## src/sv/diff_drive_odometry_unit_defines.svh

```systemverilog
// Assertion macros for the odometry unit.
// No dependencies; included by the top level.
`ifndef DIFF_DRIVE_ODOMETRY_UNIT_DEFINES_SVH
`define DIFF_DRIVE_ODOMETRY_UNIT_DEFINES_SVH

// same-cycle implication
`define DDO_ASSERT_IMP(lbl, ck, rn, ante, cons) \
  lbl: assert property (@(posedge ck) disable iff (!(rn)) (ante) |-> (cons)) \
    else $error("odometry assertion failed");

// next-cycle implication
`define DDO_ASSERT_NXT(lbl, ck, rn, ante, cons) \
  lbl: assert property (@(posedge ck) disable iff (!(rn)) (ante) |=> (cons)) \
    else $error("odometry assertion failed");

`endif

```

## src/sv/ddo_pkg.sv

```systemverilog
// Shared types, op codes and constants of the odometry unit.
// No dependencies.
`timescale 1ns / 1ps
package ddo_pkg;

  localparam logic [3:0] OP_NONE   = 4'd0;
  localparam logic [3:0] OP_LOAD   = 4'd1;
  localparam logic [3:0] OP_QR     = 4'd2;
  localparam logic [3:0] OP_M1     = 4'd3;
  localparam logic [3:0] OP_M2     = 4'd4;
  localparam logic [3:0] OP_M3     = 4'd5;
  localparam logic [3:0] OP_M4     = 4'd6;
  localparam logic [3:0] OP_M5     = 4'd7;
  localparam logic [3:0] OP_RGST   = 4'd8;
  localparam logic [3:0] OP_SQ     = 4'd9;
  localparam logic [3:0] OP_X1     = 4'd10;
  localparam logic [3:0] OP_X2     = 4'd11;
  localparam logic [3:0] OP_X3     = 4'd12;
  localparam logic [3:0] OP_RESULT = 4'd13;

  // about 2^50/pi, heading units per wheel-base ratio with 20 fraction bits
  localparam logic [48:0] TURN_GAIN = 49'd358385071201434;
  // travel scale: (m*2^16 + 1000) / 2000 == (m*2^12 + 62) / 125
  localparam logic [14:0] TRAVEL_DIV = 15'd125;
  localparam logic [15:0] TRAVEL_RECIP = 16'd33555;   // ceil(2^22 / 125)
  localparam logic [11:0] TRAVEL_BIAS = 12'd62;
  localparam logic [11:0] WHEEL_BASE_RESET = 12'd248;
  localparam logic signed [32:0] CORDIC_START = 33'sd652032874;
  localparam logic [30:0] ANG_PI = 31'h40000000;
  localparam logic [30:0] ANG_HALF_PI = 31'h20000000;

  localparam int DIV_B_W = 61;

  typedef struct packed {
    logic [3:0] op;
  } cmd_t;

  typedef struct packed {
    logic div_a_busy;
    logic div_b_busy;
    logic cordic_busy;
  } status_t;

  function automatic logic [28:0] atan_units(input logic [4:0] idx);
    logic [28:0] v;
    case (idx)
      5'd0:  v = 29'd268435456;
      5'd1:  v = 29'd158466703;
      5'd2:  v = 29'd83729454;
      5'd3:  v = 29'd42502378;
      5'd4:  v = 29'd21333665;
      5'd5:  v = 29'd10677233;
      5'd6:  v = 29'd5339919;
      5'd7:  v = 29'd2670123;
      5'd8:  v = 29'd1335082;
      5'd9:  v = 29'd667543;
      5'd10: v = 29'd333772;
      5'd11: v = 29'd166886;
      5'd12: v = 29'd83443;
      5'd13: v = 29'd41722;
      5'd14: v = 29'd20861;
      5'd15: v = 29'd10430;
      5'd16: v = 29'd5215;
      5'd17: v = 29'd2608;
      5'd18: v = 29'd1304;
      5'd19: v = 29'd652;
      5'd20: v = 29'd326;
      5'd21: v = 29'd163;
      5'd22: v = 29'd81;
      5'd23: v = 29'd41;
      5'd24: v = 29'd20;
      5'd25: v = 29'd10;
      5'd26: v = 29'd5;
      5'd27: v = 29'd3;
      5'd28: v = 29'd1;
      5'd29: v = 29'd1;
      default: v = 29'd0;
    endcase
    return v;
  endfunction

endpackage

```

## src/sv/ddo_ctrl.sv

```systemverilog
// Odometry sequencer: issues datapath ops and runs both handshakes.
// Depends on ddo_pkg.
`timescale 1ns / 1ps
module ddo_ctrl import ddo_pkg::*; (
  input  logic    clk,
  input  logic    rst_n,
  input  logic    in_valid,
  output logic    in_stall,
  output logic    out_valid,
  input  logic    out_stall,
  input  status_t status,
  output cmd_t    cmd
);
  localparam logic [4:0] ST_IDLE = 5'd0;
  localparam logic [4:0] ST_DIVQ = 5'd1;
  localparam logic [4:0] ST_QR   = 5'd2;
  localparam logic [4:0] ST_M1   = 5'd3;
  localparam logic [4:0] ST_M2   = 5'd4;
  localparam logic [4:0] ST_M3   = 5'd5;
  localparam logic [4:0] ST_M4   = 5'd6;
  localparam logic [4:0] ST_M5   = 5'd7;
  localparam logic [4:0] ST_RGST = 5'd8;
  localparam logic [4:0] ST_RGW  = 5'd9;
  localparam logic [4:0] ST_SQ   = 5'd10;
  localparam logic [4:0] ST_C1W  = 5'd11;
  localparam logic [4:0] ST_X1   = 5'd12;
  localparam logic [4:0] ST_X2   = 5'd13;
  localparam logic [4:0] ST_X3   = 5'd14;
  localparam logic [4:0] ST_C2W  = 5'd15;
  localparam logic [4:0] ST_OUT  = 5'd16;

  logic [4:0] state_r, state_nxt;
  logic       ov_r, ov_nxt;

  assign in_stall = (state_r != ST_IDLE);

  always_comb begin
    state_nxt = state_r;
    cmd.op    = OP_NONE;
    ov_nxt    = ov_r && out_stall;
    case (state_r)
      ST_IDLE: begin
        if (in_valid) begin
          cmd.op    = OP_LOAD;
          state_nxt = ST_DIVQ;
        end
      end
      ST_DIVQ: if (!status.div_b_busy) state_nxt = ST_QR;
      ST_QR: begin
        cmd.op    = OP_QR;
        state_nxt = ST_M1;
      end
      ST_M1: begin
        cmd.op    = OP_M1;
        state_nxt = ST_M2;
      end
      ST_M2: begin
        cmd.op    = OP_M2;
        state_nxt = ST_M3;
      end
      ST_M3: begin
        cmd.op    = OP_M3;
        state_nxt = ST_M4;
      end
      ST_M4: begin
        cmd.op    = OP_M4;
        state_nxt = ST_M5;
      end
      ST_M5: begin
        cmd.op    = OP_M5;
        state_nxt = ST_RGST;
      end
      ST_RGST: begin
        cmd.op    = OP_RGST;
        state_nxt = ST_RGW;
      end
      ST_RGW: begin
        if (!status.div_a_busy && !status.div_b_busy) state_nxt = ST_SQ;
      end
      ST_SQ: begin
        cmd.op    = OP_SQ;
        state_nxt = ST_C1W;
      end
      ST_C1W: if (!status.cordic_busy) state_nxt = ST_X1;
      ST_X1: begin
        cmd.op    = OP_X1;
        state_nxt = ST_X2;
      end
      ST_X2: begin
        cmd.op    = OP_X2;
        state_nxt = ST_X3;
      end
      ST_X3: begin
        cmd.op    = OP_X3;
        state_nxt = ST_C2W;
      end
      ST_C2W: if (!status.cordic_busy) state_nxt = ST_OUT;
      ST_OUT: begin
        if (!ov_r || !out_stall) begin
          cmd.op    = OP_RESULT;
          ov_nxt    = 1'b1;
          state_nxt = ST_IDLE;
        end
      end
      default: state_nxt = ST_IDLE;
    endcase
  end

  always_ff @(posedge clk) begin
    if (!rst_n) begin
      state_r <= ST_IDLE;
      ov_r    <= 1'b0;
    end else begin
      state_r <= state_nxt;
      ov_r    <= ov_nxt;
    end
  end

  assign out_valid = ov_r;
endmodule

```

## config.mk

```make
export PLATFORM = sky130hd
export DESIGN_NAME = ddo_ctrl
export DESIGN_NICKNAME = d
export VERILOG_FILES = /design/src/sv/diff_drive_odometry_unit_defines.svh /design/src/sv/ddo_pkg.sv /design/src/sv/ddo_ctrl.sv
export SDC_FILE = /design/constraint.sdc
export NUM_CORES = 1
export LEC_CHECK = 0
export BUFFER_PORTS_ARGS = -buffer_cell sky130_fd_sc_hd__clkbuf_2
export CAP_MARGIN = 0
export CORE_AREA = 2 2 39 41
export DETAILED_ROUTE_END_ITERATION = 6
export DIE_AREA = 0 0 41 43
export PLACE_DENSITY = 0.6
export SLEW_MARGIN = 0
export SYNTH_ARGS = -nofsm -noshare
export SYNTH_HDL_FRONTEND = slang
export SYNTH_SLANG_ARGS = --single-unit
export TNS_END_PERCENT = 5
```

## constraint.sdc

```tcl
create_clock -name clk -period 1.8 [get_ports clk]
set_input_delay 0.27 -clock clk [delete_from_list [all_inputs] [get_ports clk]]
set_output_delay 0.27 -clock clk [all_outputs]
set_load 0.05 [all_outputs]
```

## Word level (Yosys, flattened, before mapping)

Index checks and enable logic that the tools add are counted.

- Eq/ne operators: 22
- Mux-type cells: 12
- Reductions and logical operators: 10

Operators by type and width:

| cell | number |
|---|---|
| case mux 5 bit (17 select lines) | 1 |
| case mux 4 bit (13 select lines) | 1 |
| == test 5 x 4 -> 1 bit (second input constant) | 8 |
| 2-to-1 mux 5 bit | 6 |
| == test 5 x 3 -> 1 bit (second input constant) | 4 |
| != test 2 bit (second input constant) | 6 |
| == test 5 x 2 -> 1 bit (second input constant) | 2 |
| AND reduction 6 bit | 1 |
| == test 5 x 1 -> 1 bit (second input constant) | 1 |
| == test 5 bit (second input constant) | 1 |
| logical NOT 5 bit | 1 |
| nonzero test 5 bit | 1 |
| logical NOT 1 bit | 4 |
| 2-to-1 mux 4 bit | 1 |
| 2-to-1 mux 1 bit | 3 |
| logical AND 1 bit | 2 |
| logical OR 1 bit | 1 |

- Register bits: 6
- Bits of input ports: 7
- Word-level logic and storage cells: 46

## Depth between registers and ports, before layout

Gate-level depths: netlist of run 1.

- Word-level depth: 4
- Gate-level depth with buffers: 5

## Least setup slack after synthesis of run 1

No wires, ideal clock.

- Path type: register to output
- Start point: register state_r[1]
- End point: output port cmd[0] (netlist bit)
- Data arrival time: 1.467 ns
- Data required time: 1.530 ns
- Slack: 0.063 ns
- Stages on the path, launching flop included: 5
- Path buffers: 1
- Cell sequence: dfxtp_1 -> buf_4 -> nor4_1 -> nand3_1 -> nand2_1

RTL lines:

| item | RTL line | text |
|---|---|---|
| start, declared | ddo_ctrl.sv:32 | `logic [4:0] state_r, state_nxt;` |
| start signal, assigned | ddo_ctrl.sv:114 | `state_r <= state_nxt;` |
| end, declared | ddo_ctrl.sv:12 | `output cmd_t cmd` |

## Final worst setup path of run 1

- Start point: register state_r[0]
- End point: output port in_stall

- Longest elaborated chain between the ends: 1

RTL lines:

| item | RTL line | text |
|---|---|---|
| nonzero test 5 bit | ddo_ctrl.sv:35 | `assign in_stall = (state_r != ST_IDLE);` |
| end, declared | ddo_ctrl.sv:8 | `output logic in_stall,` |

No other way between the ends.

==> results of run 1 <==
-- what timing repair did --
action	CTS	global route
setup buffers	0	2
endpoints found under the setup margin	4	4
pin swaps	0	3
hold buffers	0	0
resized for setup	4	13
-- power by group through the flow --
stage / sequential, mW / clock, mW / combinational, mW
3_5_place_dp: 0.151 / 0 / 0.169
5_1_grt: 0.154 / 0.140 / 0.208
4_1_cts: 0.150 / 0.132 / 0.179
2_1_floorplan: 0.145 / 0 / 0.136
3_3_place_gp: 0.151 / 0 / 0.170
6_report: 0.153 / 0.128 / 0.193
-- metal layers --
metal  vias to the layer above  routed length, um
met1                       216                533
met2                        11                543
li1                        251                  -
met4                         0                 36
met3                         4                 43
met5                         -                  0
-- logic make-up after synthesis --
group / synth area share (%)
buffers and inverters: 12.0
AOI/OAI and AO/OA: 24.6
xor gates and xnor gates: 3.74
DFF: 25.7
and+or+nand+nor: 34.0
-- per-stage QoR --
step | cell area, um2 | utilization (%)
global placement | 548 | 39.6
floorplan | 468 | -
global route | 631 | 45.6
finish | 631 | 45.6
detailed placement | 548 | 39.6
CTS | 587 | 42.4
-- worst paths after layout --
path,from,end,slack (ns)
setup / recovery,state_r[0],in_stall,0.07
hold / removal,status[0],state_r[2],0.28
setup reg to reg,state_r[0],state_r[3],0.16
hold reg to reg,out_valid,state_r[4],0.53
-- placed cells by master (no fill, tap or decap), types with 2 or more instances in the layout --
master,instances
nor2_1,3
nand2b_1,2
a21oi_1,2
dfxtp_1,3
o21ai_0,2
clkbuf_2,9
nand2_1,10
nand3b_1,3
inv_1,2
xnor2_1,2
nand3_1,5
clkbuf_4,5
o32ai_1,2
buf_4,8
dfxtp_4,2
-- area by class of cell --
class / instances / area share [%]
Multi-Input combinational cell: 46 / 49.6
Inverter: 3 / 1.79
Tap cell: 16 / 3.17
Timing Repair Buffer: 20 / 21.4
Sequential cell: 6 / 20.4
Clock buffer: 3 / 3.57
-- worst reg2reg max path, cell delays in order (launching register included) --
cell      delay [ns]
dfxtp_1         0.49
inv_2           0.07
or4_4           0.51
o221ai_2        0.31
a32o_2          0.21
-- sequential cells by signal, indices dropped and copies added (netlist names) --
register and cells:
out_valid 1, state_r 5
==> run metrics, run 1 <==
Finished Layout Cells 94; die footprint approximately 1800 um2; Synth Net Count 67; Die Ht around 43 um; Yosys reg bits 6; Hold Fails Final Rpt 0; crit path DAT 1.46 ns; Peak VDD IR a little over 400 uV; startpoint type of the worst setup path register; Post-synth EDFFs 0; Syn-to-layout area delta 34.8%; CP Depth 3; CTS Buffer Depth 2; kind of critical path register to output port; Max-Cap Viols 0; diode count 0; hold path cells 3; Clock Root Buffer clkbuf_4; port bufs 12; initial core utilization between 30% and 40%; synth warn 0; main flop type after synthesis dfxtp_1; first-pass GRT wire length 1730 um; vias per cell approximately 5.1; Reg area 129 um2; largest net degree at the start of global routing 11; Setup Viol. Count Final 0; Setup Skew 0.00738 ns; Pint roughly 0.30 mW; crit-path max FO 7; initial antenna violation count 0; GR Overflow Total 0; CP Capture Type output port; asr flop ratio synth 0%; nets 87; crit-path leading delay family simple AND/OR/NAND/NOR gates; Synth area leaders dfxtp_1 (26%), nand2_1 (8.0%), nand3_1 (5.3%), buf_4 (4.8%), buf_6 (4.8%); Place WS ~0.17 ns; Flop pwr share between 30% and 40%; GRT Total Usage between 10% and 20%; max-slew violation count 0; Synth area leader dfxtp_1; worst-margin pin slew ~0.3 ns; Cells after Synth 60; TritonCTS clock tree built; most frequent cells after synthesis nand2_1 (10), dfxtp_1 (6), nand3_1 (5); 1st-iter DRT viols 7; Synth top area share between 20% and 30%; met3 Use GR between 3 and 4%; Fmax achieved approximately 580 MHz; Final TNS setup 0 ns; gr busiest metal met2; post-route worst setup slack 0.0733 ns; Top Ports 13; H-tree depth 1; Synth Cell Area ~470 um2; Clock transition at path regs 0.05 ns; pwr/cell area around 750 nW/um2; Multi-input gate area roughly 310 um2; CP max stage delay about 0.4 ns; vias in the first global route ~430; placed cell count between 80 and 90; post-synthesis sequential area ratio 25.7%; Clk pwr share approximately 27%; Core ar. approximately 1400 um2; R2R depth 4; top-count cell post-synth nand2_1; DRT Pass-1 Iters 4; die width 41 um; synthesized area per cell between 7 and 8 um2; Net Sw Frac a little under two fifths; CTS Buf Count 3; Required @ worst endpoint roughly 1.5 ns; # DRC 0; unrepaired setup endpoints after global routing true; slowest CP cell dfxtp_1; Routability Congestion about 0.81; post-DP HPWL approximately 830 um; Final period util 95.9%; Worst slew margin approximately four fifths; grt met1 use between 10% and 20%; WP buf/inv 1; vias 482; leakage power total around 0.28 nW; Switching Power around 0.18 mW; total power 0.474 mW; # fillers about 140; Final ANT Viol Nets 0; hold slack 0.284 ns; Clock Sinks 6; clk_lat worst skew 0.25 ns; worst min path class input pin to register; Routed WL between 1000 and 1500 um; layout cell share with drive strength beyond 1 between 40% and 50%; met2 Use GR approximately 22%; Comb power frac between 40% and 50%; WL/cell about 12 um; critical path cell sequence nor4_4 -> or2b_1 -> clkbuf_2; Final min period roughly 1.7 ns; row cnt 14; status finished clean; synth unique cells 27
(Power assumes the default switching activity.)
==> inputs of run 2 (changes only) <==
--- a/config.mk
+++ b/config.mk
@@ -5,12 +5,13 @@
 export SDC_FILE = /design/constraint.sdc
 export NUM_CORES = 1
 export LEC_CHECK = 0
+export ABC_AREA = 1
 export BUFFER_PORTS_ARGS = -buffer_cell sky130_fd_sc_hd__clkbuf_2
 export CAP_MARGIN = 0
 export CORE_AREA = 2 2 39 41
 export DETAILED_ROUTE_END_ITERATION = 6
 export DIE_AREA = 0 0 41 43
-export PLACE_DENSITY = 0.6
+export PLACE_DENSITY = 0.62
 export SLEW_MARGIN = 0
 export SYNTH_ARGS = -nofsm -noshare
 export SYNTH_HDL_FRONTEND = slang
==> run 2 against run 1 <==
Net effect:
- clock skew down 0.0049 ns
- global-route usage increased by 0.16 points
- combinational power shrank 12%
- die area did not move
- critical endpoint is now cmd[3]
- largest cell class unchanged
- largest power group unchanged
==> run metrics, run 2 <==
synth warn 0; Setup Skew around 0.0025 ns; largest net degree at the start of global routing 9; die width slightly above 40 um; Synth area leader dfxtp_1; GRT Total Usage between 15 and 20%; Max-Cap Viols 0; Required @ worst endpoint about 1.5 ns; Final period util 94.9%; clk_lat worst skew between 0.2 and 0.25 ns; Reg area ~130 um2; vias in the first global route 467; die footprint between 1500 and 2000 um2; diode count 0; most common cell after layout, fill and taps aside nand2_1; Synth Net Count between 90 and 100; Peak VDD IR 400 uV; crit-path max FO 8; DRT Pass-1 Iters 4; Die Ht around 43 um; # fillers ~160; post-synthesis sequential area ratio approximately a quarter; vias approximately 600; Core ar. 1380 um2; Top Ports 13; Worst slew margin approximately four fifths; placed cell count 115; H-tree depth 1; kind of critical path register to output port; first-pass GRT wire length roughly 1900 um; TritonCTS clock tree built; startpoint type of the worst setup path register; Final ANT Viol Nets 0; WL/cell 9.76 um; leakage power total approximately 0.33 nW; Crit path top cell by count nand3_1; CTS Buf Count 3; initial core utilization 35.5%; Fmax achieved between 500 and 600 MHz; DP Area 579 um2; worst min path class input pin to register; synth unique cells 19; synthesized area per cell 5.72 um2; Hold Fails Final Rpt 0; post-DP HPWL 973 um; Finished Layout Cells 121; R2R depth 8; slowest CP cell dfxtp_2; GR Overflow Total 0; initial antenna violation count 0; most frequent cells after synthesis nand2_1 (22), nor2_1 (14), inv_1 (12); Setup Viol. Count Final 0; Synth top area share roughly a quarter; nets about 110; Clock Sinks 6; CP Capture Type output port; critical path cell sequence nor2_4 -> nand3_1 -> nor2_2 -> a21oi_1 -> nand3_1 -> clkbuf_4; CTS Buffer Depth 2; main flop type after synthesis dfxtp_1; max reg flops 5; worst-margin pin slew ~0.27 ns; port bufs 12; hold path cells 3; Routability Congestion a little under 0.9; Final min period approximately 1.7 ns; Cells after Synth 86; commonest non-fill, non-tap cells in the layout nand2_1 (22), nor2_1 (12), inv_1 (11); Synth Cell Area 492 um2; Largest Register state_r; Synth area leaders dfxtp_1 (24%), nand2_1 (17%), nor2_1 (11%), inv_1 (9.2%), nand3_1 (8.1%); CP max stage delay ~0.37 ns; layout cell share with drive strength beyond 1 about 33%; pwr/cell area roughly 660 nW/um2; Routed WL around 1200 um; Clock transition at path regs around 0.040 ns; vias per cell 4.98; top-count cell post-synth nand2_1; asr flop ratio synth 0%; status finished clean; Yosys reg bits 6; max-slew violation count 0; Post-synth EDFFs 0; row cnt 14; Design Area, Final ~670 um2; Clock Root Buffer clkbuf_4; # DRC 0; Post-CTS Hold Fix Bufs 0; Multi-input gate area approximately 340 um2; Syn-to-layout area delta 35.4%; 1st-iter DRT viols 7; crit path DAT about 1.4 ns
run 2: cell types whose count changed in the layout (fill, tap and decap cells not counted), sizes merged, moves of 4 or more:
cell / change
a21oi: +4
inv: +10
nand3: +4
nand2: +14
nor2: +14
run 2: layer usage:
layer / GRT usage (%) / share of wire (%) / vias to the layer above
met5: 0 / 0 / -
met4: 4.00 / 0 / 0
met3: 3.14 / 2.6 / 0
met2: 22.8 / 47 / 10
met1: 21.3 / 51 / 269
li1: - / - / 324
run 2: through the flow:
stage | hold slack (ns) | setup slack [ns] | power (mW) | util (%) | TNS [ns]
floorplan | 0.417 | -0.194 | 0.275 | - | -0.274
global placement | 0.478 | 0.101 | 0.309 | 41.9 | 0
detailed placement | 0.483 | 0.0926 | 0.309 | 41.9 | 0
CTS | 0.267 | 0.0348 | 0.438 | 44.8 | 0
global route | 0.302 | -0.00639 | 0.475 | 48.1 | -0.00639
finish | 0.274 | 0.0921 | 0.442 | 48.1 | 0
run 2: critical path: cells and delay by family, from the launching register on:
kind                   cells  cell delay [ns]
buffers and inverters      1             0.22
AOI/OAI and AO/OA          1             0.07
and+or+nand+nor            4             0.53
DFF                        1             0.37
run 2: what timing repair did:
| item | CTS | global route |
|---|---|---|
| pin swaps | 0 | 1 |
| cloned | 0 | 0 |
| setup buffers | 0 | 3 |
| gates resized for setup | 8 | 12 |
| endpoints found under the setup margin | 3 | 4 |
run 2: final timing paths:
path | startpoint | endpoint | slack (ns)
worst max register to register | state_r[2] | state_r[3] | 0.56
worst min register to register | out_valid | out_valid | 0.48
worst min-delay path | status[0] | state_r[2] | 0.27
worst max-delay path | state_r[3] | cmd[3] | 0.09
run 2: report_power, final:
part | switching, mW | leakage (nW) | internal (mW)
clock | 0.0426 | 0.0138 | 0.0750
combinational | 0.115 | 0.267 | 0.0544
sequential | 0.0133 | 0.0507 | 0.142
total | 0.171 | 0.331 | 0.271
run 2: logic make-up after synthesis:
logic type | after synthesis | synth area share [%]
AO/OA/AOI/OAI | 15 | 18.1
AND/OR/NAND/NOR | 52 | 47.6
buffers and inverters | 13 | 9.92
flip-flops | 6 | 24.4
run 2: area by class of cell:
type                    count  area share, %
repair buffers             16           15.6
well taps                  16           3.01
inverters                  13           7.33
multi-input cells          67           51.5
clock buffers               3           3.38
flip-flops and latches      6           19.2
